<file path="src/rtl/i2cm_pkg.sv">
// Shared types and constants for the I2C master bit engine.
// Depends on nothing; imported by i2cm_step and i2c_master_bit_engine_core.

package i2cm_pkg;

    // Bits in one bus byte, and the same figure at bit-counter width.
    localparam int         BITS_PER_BYTE = 8;
    localparam logic [3:0] BYTE_BITS     = 4'(BITS_PER_BYTE);

    // Reset value of the delay-unit length register.
    localparam logic [7:0] TPD_RESET = 8'd10;

    // Command codes, as carried on the request type field.
    typedef enum logic [2:0] {
        CMD_IDLE  = 3'd0,
        CMD_START = 3'd1,
        CMD_STOP  = 3'd2,
        CMD_WRITE = 3'd3,
        CMD_READ  = 3'd4,
        CMD_ACK   = 3'd5
    } t_cmd;

    // Full sequencer state carried from one tick to the next.
    typedef struct packed {
        t_cmd       cmd;
        logic [3:0] phase;
        logic [3:0] bit_cnt;
        logic [7:0] delay;
        logic [7:0] shift;
        logic       scl;
        logic       sda;
        logic       sda_oe;
        logic       nack;
        logic [7:0] rx_hold;
    } t_state;

    // One result, as presented on the output channel.
    typedef struct packed {
        logic       scl_level;
        logic       sda_level;
        logic       sda_drive;
        logic       busy_res;
        logic       done_res;
        logic [7:0] rx_byte;
        logic       nack;
    } t_result;

    localparam t_state STATE_RESET = '{
        cmd:     CMD_IDLE,
        phase:   4'd0,
        bit_cnt: 4'd0,
        delay:   8'd0,
        shift:   8'd0,
        scl:     1'b1,
        sda:     1'b1,
        sda_oe:  1'b1,
        nack:    1'b0,
        rx_hold: 8'd0
    };

endpackage

</file>
<file path="src/rtl/i2cm_step.sv">
// Next-state and result logic for one tick of the I2C master bit engine.
// Depends on i2cm_pkg for the state, result and command types.

module i2cm_step import i2cm_pkg::*; (
    input  t_state     i_state,
    input  logic [7:0] i_tpd,
    input  logic [2:0] i_req_type,
    input  logic [7:0] i_tx_byte,
    input  logic       i_sda_in,
    output t_state     o_state,
    output t_result    o_result
);

    t_state     n_st;
    logic       done;
    logic [7:0] tpd_eff;
    logic [8:0] delay_inc;
    logic [3:0] p;

    // A zero unit length behaves as one tick per unit.
    assign tpd_eff   = (i_tpd == 8'd0) ? 8'd1 : i_tpd;
    assign delay_inc = {1'b0, i_state.delay} + 9'd1;
    assign p         = i_state.phase;

    always_comb begin
        n_st = i_state;
        done = 1'b0;

        if (i_state.cmd == CMD_IDLE) begin
            // Idle: take a new command and apply its opening pin actions.
            if (i_req_type inside {[CMD_START:CMD_ACK]}) begin
                n_st.phase   = 4'd0;
                n_st.bit_cnt = 4'd0;
                n_st.delay   = 8'd0;
                n_st.cmd     = t_cmd'(i_req_type);
                case (t_cmd'(i_req_type))
                    CMD_START: begin
                        n_st.sda_oe = 1'b1;
                        n_st.sda    = 1'b1;
                        n_st.scl    = 1'b1;
                    end
                    CMD_STOP: begin
                        n_st.sda_oe = 1'b1;
                        n_st.scl    = 1'b0;
                        n_st.sda    = 1'b0;
                    end
                    CMD_WRITE: begin
                        n_st.sda_oe = 1'b1;
                        n_st.scl    = 1'b0;
                        n_st.shift  = i_tx_byte;
                        n_st.sda    = i_tx_byte[7];
                    end
                    CMD_READ: begin
                        n_st.sda_oe = 1'b0;
                        n_st.scl    = 1'b0;
                        n_st.shift  = 8'd0;
                    end
                    default: begin
                        n_st.sda_oe = 1'b0;
                        n_st.sda    = 1'b1;
                    end
                endcase
            end
        end else if (delay_inc >= {1'b0, tpd_eff}) begin
            // End of a delay unit: advance the command's phase.
            n_st.delay = 8'd0;
            case (i_state.cmd)
                CMD_START: begin
                    if (p == 4'd4) begin
                        n_st.sda = 1'b0;
                    end
                    if (p >= 4'd7) begin
                        n_st.scl     = 1'b0;
                        n_st.cmd     = CMD_IDLE;
                        n_st.phase   = 4'd0;
                        n_st.bit_cnt = 4'd0;
                        done         = 1'b1;
                    end else begin
                        n_st.phase = p + 4'd1;
                    end
                end
                CMD_STOP: begin
                    if (p == 4'd2) begin
                        n_st.scl = 1'b1;
                    end
                    if (p == 4'd5) begin
                        n_st.sda = 1'b1;
                    end
                    if (p >= 4'd6) begin
                        n_st.cmd     = CMD_IDLE;
                        n_st.phase   = 4'd0;
                        n_st.bit_cnt = 4'd0;
                        done         = 1'b1;
                    end else begin
                        n_st.phase = p + 4'd1;
                    end
                end
                CMD_ACK: begin
                    if (p == 4'd0) begin
                        n_st.scl   = 1'b1;
                        n_st.phase = 4'd1;
                    end else if (i_sda_in) begin
                        // No acknowledge: flag it and run a stop at once.
                        n_st.nack   = 1'b1;
                        n_st.cmd    = CMD_STOP;
                        n_st.phase  = 4'd0;
                        n_st.sda_oe = 1'b1;
                        n_st.scl    = 1'b0;
                        n_st.sda    = 1'b0;
                    end else begin
                        n_st.nack    = 1'b0;
                        n_st.scl     = 1'b0;
                        n_st.cmd     = CMD_IDLE;
                        n_st.phase   = 4'd0;
                        n_st.bit_cnt = 4'd0;
                        done         = 1'b1;
                    end
                end
                CMD_WRITE: begin
                    if (i_state.bit_cnt >= BYTE_BITS) begin
                        // Trailing unit after the last bit.
                        n_st.cmd     = CMD_IDLE;
                        n_st.phase   = 4'd0;
                        n_st.bit_cnt = 4'd0;
                        done         = 1'b1;
                    end else begin
                        if (p == 4'd0) begin
                            n_st.scl = 1'b1;
                        end
                        if (p == 4'd1) begin
                            n_st.shift = {i_state.shift[6:0], 1'b0};
                        end
                        if (p == 4'd3) begin
                            n_st.scl = 1'b0;
                        end
                        if (p >= 4'd4) begin
                            n_st.phase   = 4'd0;
                            n_st.bit_cnt = i_state.bit_cnt + 4'd1;
                            if (n_st.bit_cnt < BYTE_BITS) begin
                                n_st.sda = i_state.shift[7];
                            end
                        end else begin
                            n_st.phase = p + 4'd1;
                        end
                    end
                end
                CMD_READ: begin
                    // SDA is sampled as SCL rises.
                    if (p == 4'd2) begin
                        n_st.scl   = 1'b1;
                        n_st.shift = {i_state.shift[6:0], i_sda_in};
                    end
                    if (p >= 4'd3) begin
                        n_st.phase   = 4'd0;
                        n_st.bit_cnt = i_state.bit_cnt + 4'd1;
                        if (n_st.bit_cnt >= BYTE_BITS) begin
                            n_st.rx_hold = n_st.shift;
                            n_st.cmd     = CMD_IDLE;
                            n_st.phase   = 4'd0;
                            n_st.bit_cnt = 4'd0;
                            done         = 1'b1;
                        end else begin
                            n_st.scl = 1'b0;
                        end
                    end else begin
                        n_st.phase = p + 4'd1;
                    end
                end
                default: begin
                    n_st.cmd     = CMD_IDLE;
                    n_st.phase   = 4'd0;
                    n_st.bit_cnt = 4'd0;
                    done         = 1'b1;
                end
            endcase
        end else begin
            n_st.delay = delay_inc[7:0];
        end
    end

    // The result shows the state after this tick.
    assign o_state             = n_st;
    assign o_result.scl_level  = n_st.scl;
    assign o_result.sda_level  = n_st.sda;
    assign o_result.sda_drive  = n_st.sda_oe;
    assign o_result.busy_res   = (n_st.cmd != CMD_IDLE);
    assign o_result.done_res   = done;
    assign o_result.rx_byte    = n_st.rx_hold;
    assign o_result.nack       = n_st.nack;

endmodule

</file>
<file path="src/rtl/i2c_master_bit_engine_core.sv">
// Top level of the I2C master bit engine: state registers, result queue, config.
// Depends on i2cm_pkg and i2cm_step.
//
//   Channel   Direction  Handshake                  Payload
//   in        sink       i_in_valid / o_in_stall    i_req_type, i_tx_byte, i_sda_in
//   out       source     o_out_valid / i_out_stall  o_scl_level .. o_nack
//   cfg       sink       i_cfg_valid / o_cfg_ready  i_cfg_data (ticks_per_delay)
//
// Each request is one bus tick; the step logic is combinational, and the result is
// registered into the output register, or into the skid entry behind a waiting result.
// A two-entry result queue (output register plus skid entry) lets a request be
// taken while a result waits; o_in_stall rises only when both entries are full.
// Reset is synchronous and active low; it clears the sequencer state and the queue.

module i2c_master_bit_engine_core import i2cm_pkg::*; (
    input  logic       i_clk,
    input  logic       i_rst_n,
    input  logic       i_in_valid,
    output logic       o_in_stall,
    input  logic [2:0] i_req_type,
    input  logic [7:0] i_tx_byte,
    input  logic       i_sda_in,
    output logic       o_out_valid,
    input  logic       i_out_stall,
    output logic       o_scl_level,
    output logic       o_sda_level,
    output logic       o_sda_drive,
    output logic       o_busy_res,
    output logic       o_done_res,
    output logic [7:0] o_rx_byte,
    output logic       o_nack,
    input  logic       i_cfg_valid,
    output logic       o_cfg_ready,
    input  logic [7:0] i_cfg_data
);

    t_state     r_st;
    t_state     n_st;
    t_result    n_res;
    t_result    r_head;
    t_result    r_skid;
    logic       r_head_vld;
    logic       r_skid_vld;
    logic [7:0] r_tpd;
    logic       push;
    logic       pop;

    assign o_cfg_ready = 1'b1;
    assign o_in_stall  = r_skid_vld;
    assign push        = i_in_valid && !r_skid_vld;
    assign pop         = r_head_vld && !i_out_stall;

    // Delay-unit length register.
    always_ff @(posedge i_clk) begin
        if (!i_rst_n) begin
            r_tpd <= TPD_RESET;
        end else if (i_cfg_valid && o_cfg_ready) begin
            r_tpd <= i_cfg_data;
        end
    end

    // One tick of the bus sequencer.
    i2cm_step u_step (
        .i_state    (r_st),
        .i_tpd      (r_tpd),
        .i_req_type (i_req_type),
        .i_tx_byte  (i_tx_byte),
        .i_sda_in   (i_sda_in),
        .o_state    (n_st),
        .o_result   (n_res)
    );

    // Sequencer state advances once per accepted request.
    always_ff @(posedge i_clk) begin
        if (!i_rst_n) begin
            r_st <= STATE_RESET;
        end else if (push) begin
            r_st <= n_st;
        end
    end

    // Result queue: output register with a skid entry behind it.
    always_ff @(posedge i_clk) begin
        if (!i_rst_n) begin
            r_head_vld <= 1'b0;
            r_skid_vld <= 1'b0;
        end else if (pop && r_skid_vld) begin
            r_head     <= r_skid;
            r_skid_vld <= 1'b0;
        end else if (pop || !r_head_vld) begin
            r_head_vld <= push;
            if (push) begin
                r_head <= n_res;
            end
        end else if (push) begin
            r_skid     <= n_res;
            r_skid_vld <= 1'b1;
        end
    end

    assign o_out_valid = r_head_vld;
    assign o_scl_level = r_head.scl_level;
    assign o_sda_level = r_head.sda_level;
    assign o_sda_drive = r_head.sda_drive;
    assign o_busy_res  = r_head.busy_res;
    assign o_done_res  = r_head.done_res;
    assign o_rx_byte   = r_head.rx_byte;
    assign o_nack      = r_head.nack;

    // A finished command never reports itself as still busy.
    a_done_not_busy: assert property (@(posedge i_clk) disable iff (!i_rst_n)
        r_head_vld && r_head.done_res |-> !r_head.busy_res)
        else $error("done result reported while busy");

    // The skid entry is only ever filled behind a full output register.
    a_skid_order: assert property (@(posedge i_clk) disable iff (!i_rst_n)
        r_skid_vld |-> r_head_vld)
        else $error("skid entry holds a result with the output register empty");

    // An idle sequencer has its phase and bit counters cleared.
    a_idle_clean: assert property (@(posedge i_clk) disable iff (!i_rst_n)
        r_st.cmd == CMD_IDLE |-> r_st.phase == 4'd0 && r_st.bit_cnt == 4'd0)
        else $error("idle with phase or bit count left over");

    // The bit counter never runs past one byte.
    a_bit_range: assert property (@(posedge i_clk) disable iff (!i_rst_n)
        r_st.bit_cnt <= BYTE_BITS)
        else $error("bit counter beyond one byte");

endmodule

</file>
<file path="config.mk">
export PLATFORM = sky130hd
export DESIGN_NAME = i2c_master_bit_engine_core
export DESIGN_NICKNAME = d
export VERILOG_FILES = /design/src/rtl/i2cm_pkg.sv /design/src/rtl/i2cm_step.sv /design/src/rtl/i2c_master_bit_engine_core.sv
export SDC_FILE = /design/constraint.sdc
export NUM_CORES = 1
export LEC_CHECK = 0
export ABC_CLOCK_PERIOD_IN_PS = 5850
export BUFFER_PORTS_ARGS = -buffer_cell sky130_fd_sc_hd__buf_2
export CELL_PAD_IN_SITES_DETAIL_PLACEMENT = 1
export CELL_PAD_IN_SITES_GLOBAL_PLACEMENT = 2
export CORE_ASPECT_RATIO = 0.6
export CORE_MARGIN = 3
export CORE_UTILIZATION = 41
export CTS_CLUSTER_DIAMETER = 40
export CTS_CLUSTER_SIZE = 40
export DETAILED_ROUTE_END_ITERATION = 8
export PLACE_DENSITY = 0.87
export SYNTH_ARGS = -nofsm -noshare
export SYNTH_HDL_FRONTEND = slang
export SYNTH_SLANG_ARGS = --single-unit
</file>
<file path="constraint.sdc">
create_clock -name i_clk -period 5.85 [get_ports i_clk]
set_clock_uncertainty 0.1 [all_clocks]
set_input_delay 0 -clock i_clk [delete_from_list [all_inputs] [get_ports i_clk]]
set_output_delay 0 -clock i_clk [all_outputs]
set_load 0.02 [all_outputs]
</file>
==> results.ini, run 1 <==
[routing]
drt_drc_violations_left=0
routed_wl_um=13840
dr.pass1.iters=5
via_per_inst=5.867
routedWlPerCell_um=20.24
num_vias=4013
drtAntennaViolNets=0
drtIter0Drc=393

[setup_path]
cp-startpoint=r_st[20]
critical_path_required_ns=5.92
r2r_slack_ns=1.63
reg2reg_from=r_st[20]
worst-endpoint-arrival_ns=4.29
start_kind=register
cp_max_fo=17
crit_type=register to register
crit_path_end_kind=register

[power]
power_leakage_nw=2.061
power_density_mw_per_mm2=259.0
vdd_ir_drop_max_mv=0.1717

[timing]
worstMarginPinSlew_ns=1.251
hold_violations=0
relSlewSlack=0.1616
worst_slack_ns=1.631
fmax_mhz=237.0
setup_violations=0
finalMaxSlewViolations=0
whs_ns=0.002180
grt_setup_unrepaired=false
post-route-min-period_ns=4.219
period_share=0.7212
finalSetupTns_ns=0

[grt]
overflow=0
grt_usage=0.2292
first_global_vias=4208
grt_max_degree=31
grt_pass1_wl_um=22400
antenna_found_initial=0

[placed_design]
dp_hpwl_um=9443
place_congestion=0.9006
place_ws_ns=1.651
port-buffer-count=40

[yosys]
synth_edf_count=28
synth.distinct_cells=70
yosysMostFrequentCell=dfxtp_1
synth_largest_area_cell=dfxtp_1
yosysWarnings=0
synth_area_leaders=dfxtp_1 (22%), edfxtp_1 (19%), mux2_2 (6.5%), a21oi_1 (4.4%), ha_1 (4.2%)
synthTopCellsByCount=dfxtp_1 (49), nor2_1 (47), a21oi_1 (40), edfxtp_1 (28)
synthDominantCellAreaShare=0.2170
synthFlopType=dfxtp_1
async_reset_ff_frac=0
synth-seq-cells=77
seq_area_frac_synth=0.4030
synth.cell_area_mm2=0.004521
netlist_instances=484
synth_area_per_cell_um2=9.340
synth.net_count=524

[status]
status=finished clean

[floorplanning]
design.core.area_mm2=0.01067
start_util=0.4238
die_w_um=141.6
die_area_mm2=0.01236
rows=29
fp.dieH_um=87.34
ioPinCount=42

[cts]
clkSinkCount=77
htree_levels=3
postCtsResizedCells=0
cts_buffer_depth=2
cts_made_buffers=9
cts_root_buffer=clkbuf_16
cts_setup_buffers=0
postCtsHoldBufs=27
worstSkewPairLatency_ns=0.34
clk_pin_slew_ns=0.06
cts_tree=done

[final_layout]
nets=580
synthToLayoutAreaGrowth_pct=18.90
diodes=0
drive_above_1_share=0.1872
nFillCells=1227

[worst_hold_path]
hp-start=i_cfg_valid
hold_path.class=input pin to register

[run]
max-cap-violations=0

logic make-up after synthesis:
| logic type | after synthesis | synth area share |
|---|---|---|
| AOI/OAI and AO/OA | 139 | 0.2109 |
| other | 1 | 0.0008295 |
| muxes | 44 | 0.1057 |
| xor gates and xnor gates | 14 | 0.02712 |
| adders and majority gates | 15 | 0.04152 |
| and+or+nand+nor | 145 | 0.1644 |
| DFF | 77 | 0.4030 |
| buffers and inverters | 49 | 0.04650 |
critical path: stages, from the launching register on:
cell and delay [ns]:
dfxtp_1 0.40, nand3_1 0.20, or3_1 0.46, xnor2_1 0.15, ha_1 0.32, and3_1 0.22, a221o_1 0.35, a31oi_2 0.77
a21oi_1 0.60, a22oi_1 0.35, a21oi_1 0.12
metrics by stage:
stage	power [mW]	utilization	instances	cell area, µm²
after detailed placement	0.8342	0.4516	641	4817
after floorplan	0.7630	-	484	4521
after global routing	1.450	0.5039	684	5375
final	1.392	0.5039	684	5375
after CTS	1.398	0.5039	684	5375
after global placement	0.8278	0.4516	641	4817
cell type report:
class                   instances  area (µm²)  share of cell area
multi-input cells             358        2494              0.4639
flip-flops and latches         77        1822              0.3389
repair buffers                 74       523.0             0.09730
clock buffers                  12       257.7             0.04795
well taps                     139       173.9             0.03236
inverters                      20       75.07             0.01397
clock inverters                 4       30.03            0.005587
cell usage in the layout, fill, tap and decap left out, types with 7 or more instances in the layout:
master         count
mux2i_1           17
a211oi_1          10
dfxtp_1           49
buf_4              7
ha_1              15
edfxtp_1          28
dlygate4sd3_1     27
nand2_1           26
a22oi_1            8
a21oi_1           40
nand3_1           11
nor2b_1            8
o21ai_0           22
xnor2_1           10
clkbuf_16         10
inv_1             20
mux2_2            26
buf_2             40
nor2_1            47
a22o_1             8
per-layer routing:
| metal | share of wire | GRT usage | vias to the layer above | wire, µm |
|---|---|---|---|---|
| li1 | - | - | 1900 | - |
| met1 | 0.50 | 0.3181 | 2007 | 6868 |
| met2 | 0.45 | 0.3611 | 98 | 6170 |
| met3 | 0.052 | 0.06308 | 8 | 720 |
| met4 | 0.0060 | 0.04530 | 0 | 83 |
| met5 | 0 | 0 | - | 0 |
path summary, 6_finish.rpt:
kind,to,cells after the start
min reg2reg,r_st[3],2
max,r_st[13],10
max reg2reg,r_st[13],10
min,r_tpd[2],3
flip-flops by register name, summed over array words and instances, names as in the netlist:
| name | flops |
|---|---|
| o_busy_res | 1 |
| o_done_res | 1 |
| o_in_stall | 1 |
| o_nack | 1 |
| o_out_valid | 1 |
| o_rx_byte | 8 |
| o_scl_level | 1 |
| o_sda_drive | 1 |
| o_sda_level | 1 |
| r_skid | 14 |
| r_st | 39 |
| r_tpd | 8 |
power breakdown:
part	leakage [nW]	internal (mW)	switching, mW
Sequential	0.672	0.578	0.0194
Combinational	1.25	0.0940	0.153
Clock	0.138	0.315	0.233
Total	2.06	0.987	0.405
Power figures use the tool's default switching activity.
==> run 2, diff against run 1 <==
ABC_CLOCK_PERIOD_IN_PS = 3800   (was 5850)
CORE_UTILIZATION = 34   (was 41)
PLACE_DENSITY = 0.77   (was 0.87)
clock period = 3.8 ns   (was 5.85 ns; I/O delays follow)
==> run 2 against run 1 <==
  * Wire length up 1.4%
  * Fmax is 19% higher
  * Combinational power rose by 56%
  * Worst hold slack better by 0.15 ns
  * First-iteration DRC count fell by 39%
  * Power up 54%
  * Largest power group unchanged
  * Clock power increased by 51%
  * Global-route usage decreased by 3.3 points
  * Final area rose by 2.7%
  * Final cell count is 5.4% higher
==> results.ini, run 2 (synthesis results as in run 1) <==
[status]
status=finished clean

[cts]
worstSkewPairLatency_ns=0.34
cts_made_buffers=9
cts_tree=done
cts_setup_buffers=0
clk_pin_slew_ns=0.06
htree_levels=3
cts_root_buffer=clkbuf_16
cts_buffer_depth=2
clkSinkCount=77

[setup_path]
r2r-end=o_busy_res
crit_path_end_kind=register
worst-endpoint-arrival_ns=3.52
r2r_slack_ns=0.24
start_kind=register
reg2reg_from=r_st[20]
critical_path_required_ns=3.77
cp_max_fo=12
crit_type=register to register
reg2regPathDepth=11

[timing]
finalMaxSlewViolations=0
period_share=0.9359
grt_setup_unrepaired=true
post-route-min-period_ns=3.556
worstMarginPinSlew_ns=0.7779
fmax_mhz=281.2
setup_violations=0
hold_violations=0
relSlewSlack=0.4807

[routing]
dr.pass1.iters=4
drtIter0Drc=238
wl_met1_um=7306
wl_met2_um=5949
routed_wl_um=14030
via_per_inst=5.646
num_vias=4071
routedWlPerCell_um=19.46
drtAntennaViolNets=0
met3_length_um=657
drt_drc_violations_left=0
top_layer_used=met4

[placed_design]
dp_hpwl_um=10230
port-buffer-count=40
place_area_mm2=0.004902
place_congestion=0.8895

[power]
vdd_ir_drop_max_mv=0.1891
power_density_mw_per_mm2=387.7
power_leakage_nw=2.085

[final_layout]
fin_util=0.4408
largest_register_ffs=39
ff_latch_area_mm2=0.001822
multi_input_area_mm2=0.002521
final_cell_mix=dfxtp_1 (49), nor2_1 (47), buf_2 (40), a21oi_1 (39), dlygate4sd3_1 (31)
nFillCells=1434
top_regs=r_st x39, r_skid x14
synthToLayoutAreaGrowth_pct=22.17
final_common_cell=dfxtp_1
diodes=0
nets=591
largest_register=r_st
drive_above_1_share=0.2032
stdcell_area_mm2=0.005523

[worst_hold_path]
hold-path-cell-count=3
hold_path.class=input pin to register
hp-start=i_req_type[1]
hold_end=r_skid[11]

[grt]
grt_pass1_wl_um=22470
grt_usage=0.1960
first_global_vias=4051
grt_max_degree=26
overflow=0
antenna_found_initial=0

[floorplanning]
fp.dieH_um=95.32
rows=31
ioPinCount=42
design.core.area_mm2=0.01253
start_util=0.3608
die_w_um=154.9
die_area_mm2=0.01476

[run]
max-cap-violations=0

-- run 2: through the flow --
stage	hold WS [ns]	power [mW]	TNS (ns)	cells	worst slack [ns]
2_1_floorplan	0.02620	1.176	0	484	0.3775
3_3_place_gp	0.1361	1.287	0	674	0.2858
3_5_place_dp	0.1266	1.294	0	674	0.1735
4_1_cts	0.1342	2.150	0	721	0.1506
5_1_grt	0.1828	2.243	-0.1303	721	-0.07047
6_report	0.1568	2.141	0	721	0.2436
-- run 2: repair_timing --
action | 4_1_cts | 5_1_grt
hold buffers | 31 | 0
endpoints found under the hold margin | 19 | 0
setup endpoints to repair | 0 | 17
gates resized for setup | 0 | 5
-- run 2: final cells by class --
cell class,instances,area share
timing repair buffer,85,0.1115
sequential,77,0.3299
inverter,20,0.01359
clock inverter,7,0.01042
multi-input combinational,358,0.4565
clock buffer,9,0.04078
tap,165,0.03738
-- run 2: critical path, stage by stage (launching register included) --
cell	delay, ns
dfxtp_1	0.40
nand3_1	0.17
or3_1	0.45
xnor2_1	0.16
ha_1	0.32
and3_1	0.20
a221o_1	0.33
a31oi_2	0.15
buf_4	0.24
a21boi_0	0.20
a211oi_1	0.41
a31oi_1	0.14
-- run 2: how the worst max path moves through the flow --
stage	to	slack, ns	startpoint	depth (start not counted)
after floorplan	o_busy_res	0.38	r_st[22]	11
after global placement	o_nack	0.29	r_st[20]	11
after detailed placement	o_nack	0.17	r_st[20]	11
after CTS	o_nack	0.15	r_st[20]	11
after global routing	o_busy_res	-0.07	r_st[20]	12
final	o_busy_res	0.24	r_st[20]	11
-- run 2: per-layer routing --
metal / global-route usage / vias to the layer above
li1: - / 1932
met1: 0.3003 / 2033
met2: 0.2807 / 94
met3: 0.03810 / 12
met4: 0.04702 / 0
met5: 0 / -
-- run 2: power breakdown --
| part | total (mW) | internal, mW | switching (mW) |
|---|---|---|---|
| clock network | 0.826 | 0.451 | 0.375 |
| logic | 0.385 | 0.154 | 0.231 |
| registers | 0.931 | 0.890 | 0.0407 |
==> run 3, diff against run 2 <==
ABC_CLOCK_PERIOD_IN_PS = unset   (was 3800)
PLACE_DENSITY = 0.78   (was 0.77)
SYNTH_HIERARCHICAL = 1   (was unset)
TNS_END_PERCENT = 20   (was unset)
==> run 3 against run 2 <==
  * First-iteration DRC count is 59% higher
  * Synthesized cell count is 14% higher
  * Clock power is 17% higher
  * Critical path type unchanged
  * Final area is 3.0% higher
  * Largest power group is now the clock network
  * Global-route usage is 0.33 points lower
==> results.ini, run 3 <==
[yosys]
synth_largest_area_cell=dfxtp_1
yosysMostFrequentCell=nand2_1
synth.cell_area_mm2=0.004887
synth-seq-cells=77
synthDominantCellAreaShare=0.2007
synth_area_per_cell_um2=8.854
netlist_instances=552
seq_area_frac_synth=0.3728
synth_edf_count=28
synthFlopType=dfxtp_1
synth_area_leaders=dfxtp_1 (20%), edfxtp_1 (17%), nand2_1 (8.1%), a21boi_1 (5.8%), ha_1 (3.8%)
yosysWarnings=6
synth.distinct_cells=73
synthTopCellsByCount=nand2_1 (105), dfxtp_1 (49), a21boi_1 (38), a21oi_1 (28), edfxtp_1 (28)
async_reset_ff_frac=0
synth.net_count=592

[grt]
grt_pass1_wl_um=24250
antenna_found_initial=0
grt_max_degree=40
grt_usage=0.1927
first_global_vias=4321
overflow=0

[setup_path]
crit_path_end=o_busy_res
path_buf_inv=0
critPathSlowestCell=dfxtp_2
crit_type=register to register
cp-startpoint=r_st[22]
critPathTopFamily=simple AND/OR/NAND/NOR gates
r2r_slack_ns=0.15
critical_path_required_ns=3.79
cp_cell_sequence=and3_2, and3_1, nand3_1, xnor2_2, ha_1, and3_1, a221o_1, a31oi_4, and2_4, o21ai_0, nand4bb_1, mux2_4
worst-endpoint-arrival_ns=3.64
max_stage_delay_ns=0.38
reg2reg_from=r_st[22]
crit_top_cell=and3_1
critical_path_depth=12
cp_max_fo=14
r2r-end=o_busy_res
reg2regPathDepth=12
crit_path_end_kind=register
start_kind=register

[routing]
drtAntennaViolNets=0
routed_wl_um=15180
routedWlPerCell_um=19.37
num_vias=4345
via_per_inst=5.542
drt_drc_violations_left=0
drtIter0Drc=378
dr.pass1.iters=5

[timing]
grt_setup_unrepaired=true
worstMarginPinSlew_ns=0.8802
worst_slack_ns=0.1459
relSlewSlack=0.4125
hold_violations=0
period_share=0.9616
setup_violations=0
post-route-min-period_ns=3.654
fmax_mhz=273.7
finalMaxSlewViolations=0

[cts]
htree_levels=3
cts_root_buffer=clkbuf_16
worstSkewPairLatency_ns=0.34
clk_pin_slew_ns=0.06
clkSinkCount=77
cts_made_buffers=9
cts_tree=done
cts_buffer_depth=2

[floorplanning]
design.core.area_mm2=0.01387
rows=33
die_w_um=160.8
ioPinCount=42
die_area_mm2=0.01590
fp.dieH_um=98.87
start_util=0.3523

[placed_design]
port-buffer-count=40
dp_hpwl_um=10590
place_area_mm2=0.005175
place_ws_ns=0.1226
place_congestion=0.9021
dp.cells=750

[final_layout]
final_cell_mix=nand2_1 (105), dfxtp_1 (46), buf_2 (40), a21boi_1 (38)
fin_util=0.4102
diodes=0
nets=627
largest_register=r_st
top_regs=r_st x39, r_skid x14
drive_above_1_share=0.1875
synthToLayoutAreaGrowth_pct=16.44
final_cells=784
largest_register_ffs=39
final_common_cell=nand2_1
stdcell_area_mm2=0.005690

[power]
power_leakage_nw=2.185
power_density_mw_per_mm2=389.8
vdd_ir_drop_max_mv=0.2384

[worst_hold_path]
hold_path.class=input pin to register

[run]
max-cap-violations=0

[status]
status=finished clean

==> run 3: tightest hold or removal path, stage by stage <==
cell and delay, ns:
buf_2 0.18, mux2i_1 0.14, nor2b_1 0.09
==> run 3: area by class of cell <==
class | count | area (µm²)
Clock buffer | 10 | 229.0
Clock inverter | 6 | 95.09
Fill cell | 1622 | 8183
Inverter | 14 | 52.55
Multi-Input combinational cell | 412 | 2758
Sequential cell | 77 | 1826
Tap cell | 192 | 240.2
Timing Repair Buffer | 73 | 490.5
==> run 3: worst min path at each step <==
stage	startpoint	to	slack [ns]	cells past startpoint
final	i_cfg_valid	r_tpd[2]	0.01	3
after global routing	i_cfg_valid	r_tpd[5]	0.02	3
after CTS	i_cfg_valid	r_tpd[2]	0.005	3
after detailed placement	i_cfg_data[3]	r_tpd[3]	0.13	3
after global placement	i_cfg_data[1]	r_tpd[1]	0.12	3
after floorplan	i_cfg_data[1]	r_tpd[1]	0.03	2
==> run 3: metal layers <==
layer	up-vias	track usage	wire [µm]
met3	13	0.04620	951
met1	2142	0.2944	7974
met4	0	0.03833	141
li1	2050	-	-
met5	-	0	0
met2	140	0.2748	6118
==> run 3: what timing repair did <==
item                                    in CTS  in global routing
endpoints found under the setup margin       0                 18
resized for setup                            0                  5
setup buffers                                0                  1
hold endpoints to repair                    12                  0
hold buffers                                17                  0
==> run 3: metrics by stage <==
step | setup TNS (ns) | hold WS (ns) | power [mW]
floorplan | 0 | 0.02840 | 1.143
global placement | 0 | 0.1157 | 1.239
detailed placement | 0 | 0.1289 | 1.246
CTS | 0 | 0.004533 | 2.231
global route | -0.09608 | 0.02227 | 2.302
finish | 0 | 0.01362 | 2.218
==> run 3: logic make-up (layout without fill, tap and decap cells) <==
family                   after synthesis  in the layout  share of synthesized area
adder cells (fa/ha/maj)               15             15                    0.03840
other                                  1              1                  0.0007673
AND/OR/NAND/NOR                      205            205                     0.2012
flip-flops                            77             77                     0.3728
XOR/XNOR                               7              7                    0.01255
AO/OA/AOI/OAI                        153            153                     0.2325
multiplexers                          31             31                    0.07475
buffers and inverters                 63            103                    0.06708
==> run 3: power by group <==
part	switching, mW	total [mW]	internal [mW]
clock	0.384	0.967	0.583
combinational	0.214	0.341	0.127
sequential	0.0263	0.910	0.883
total	0.624	2.22	1.59
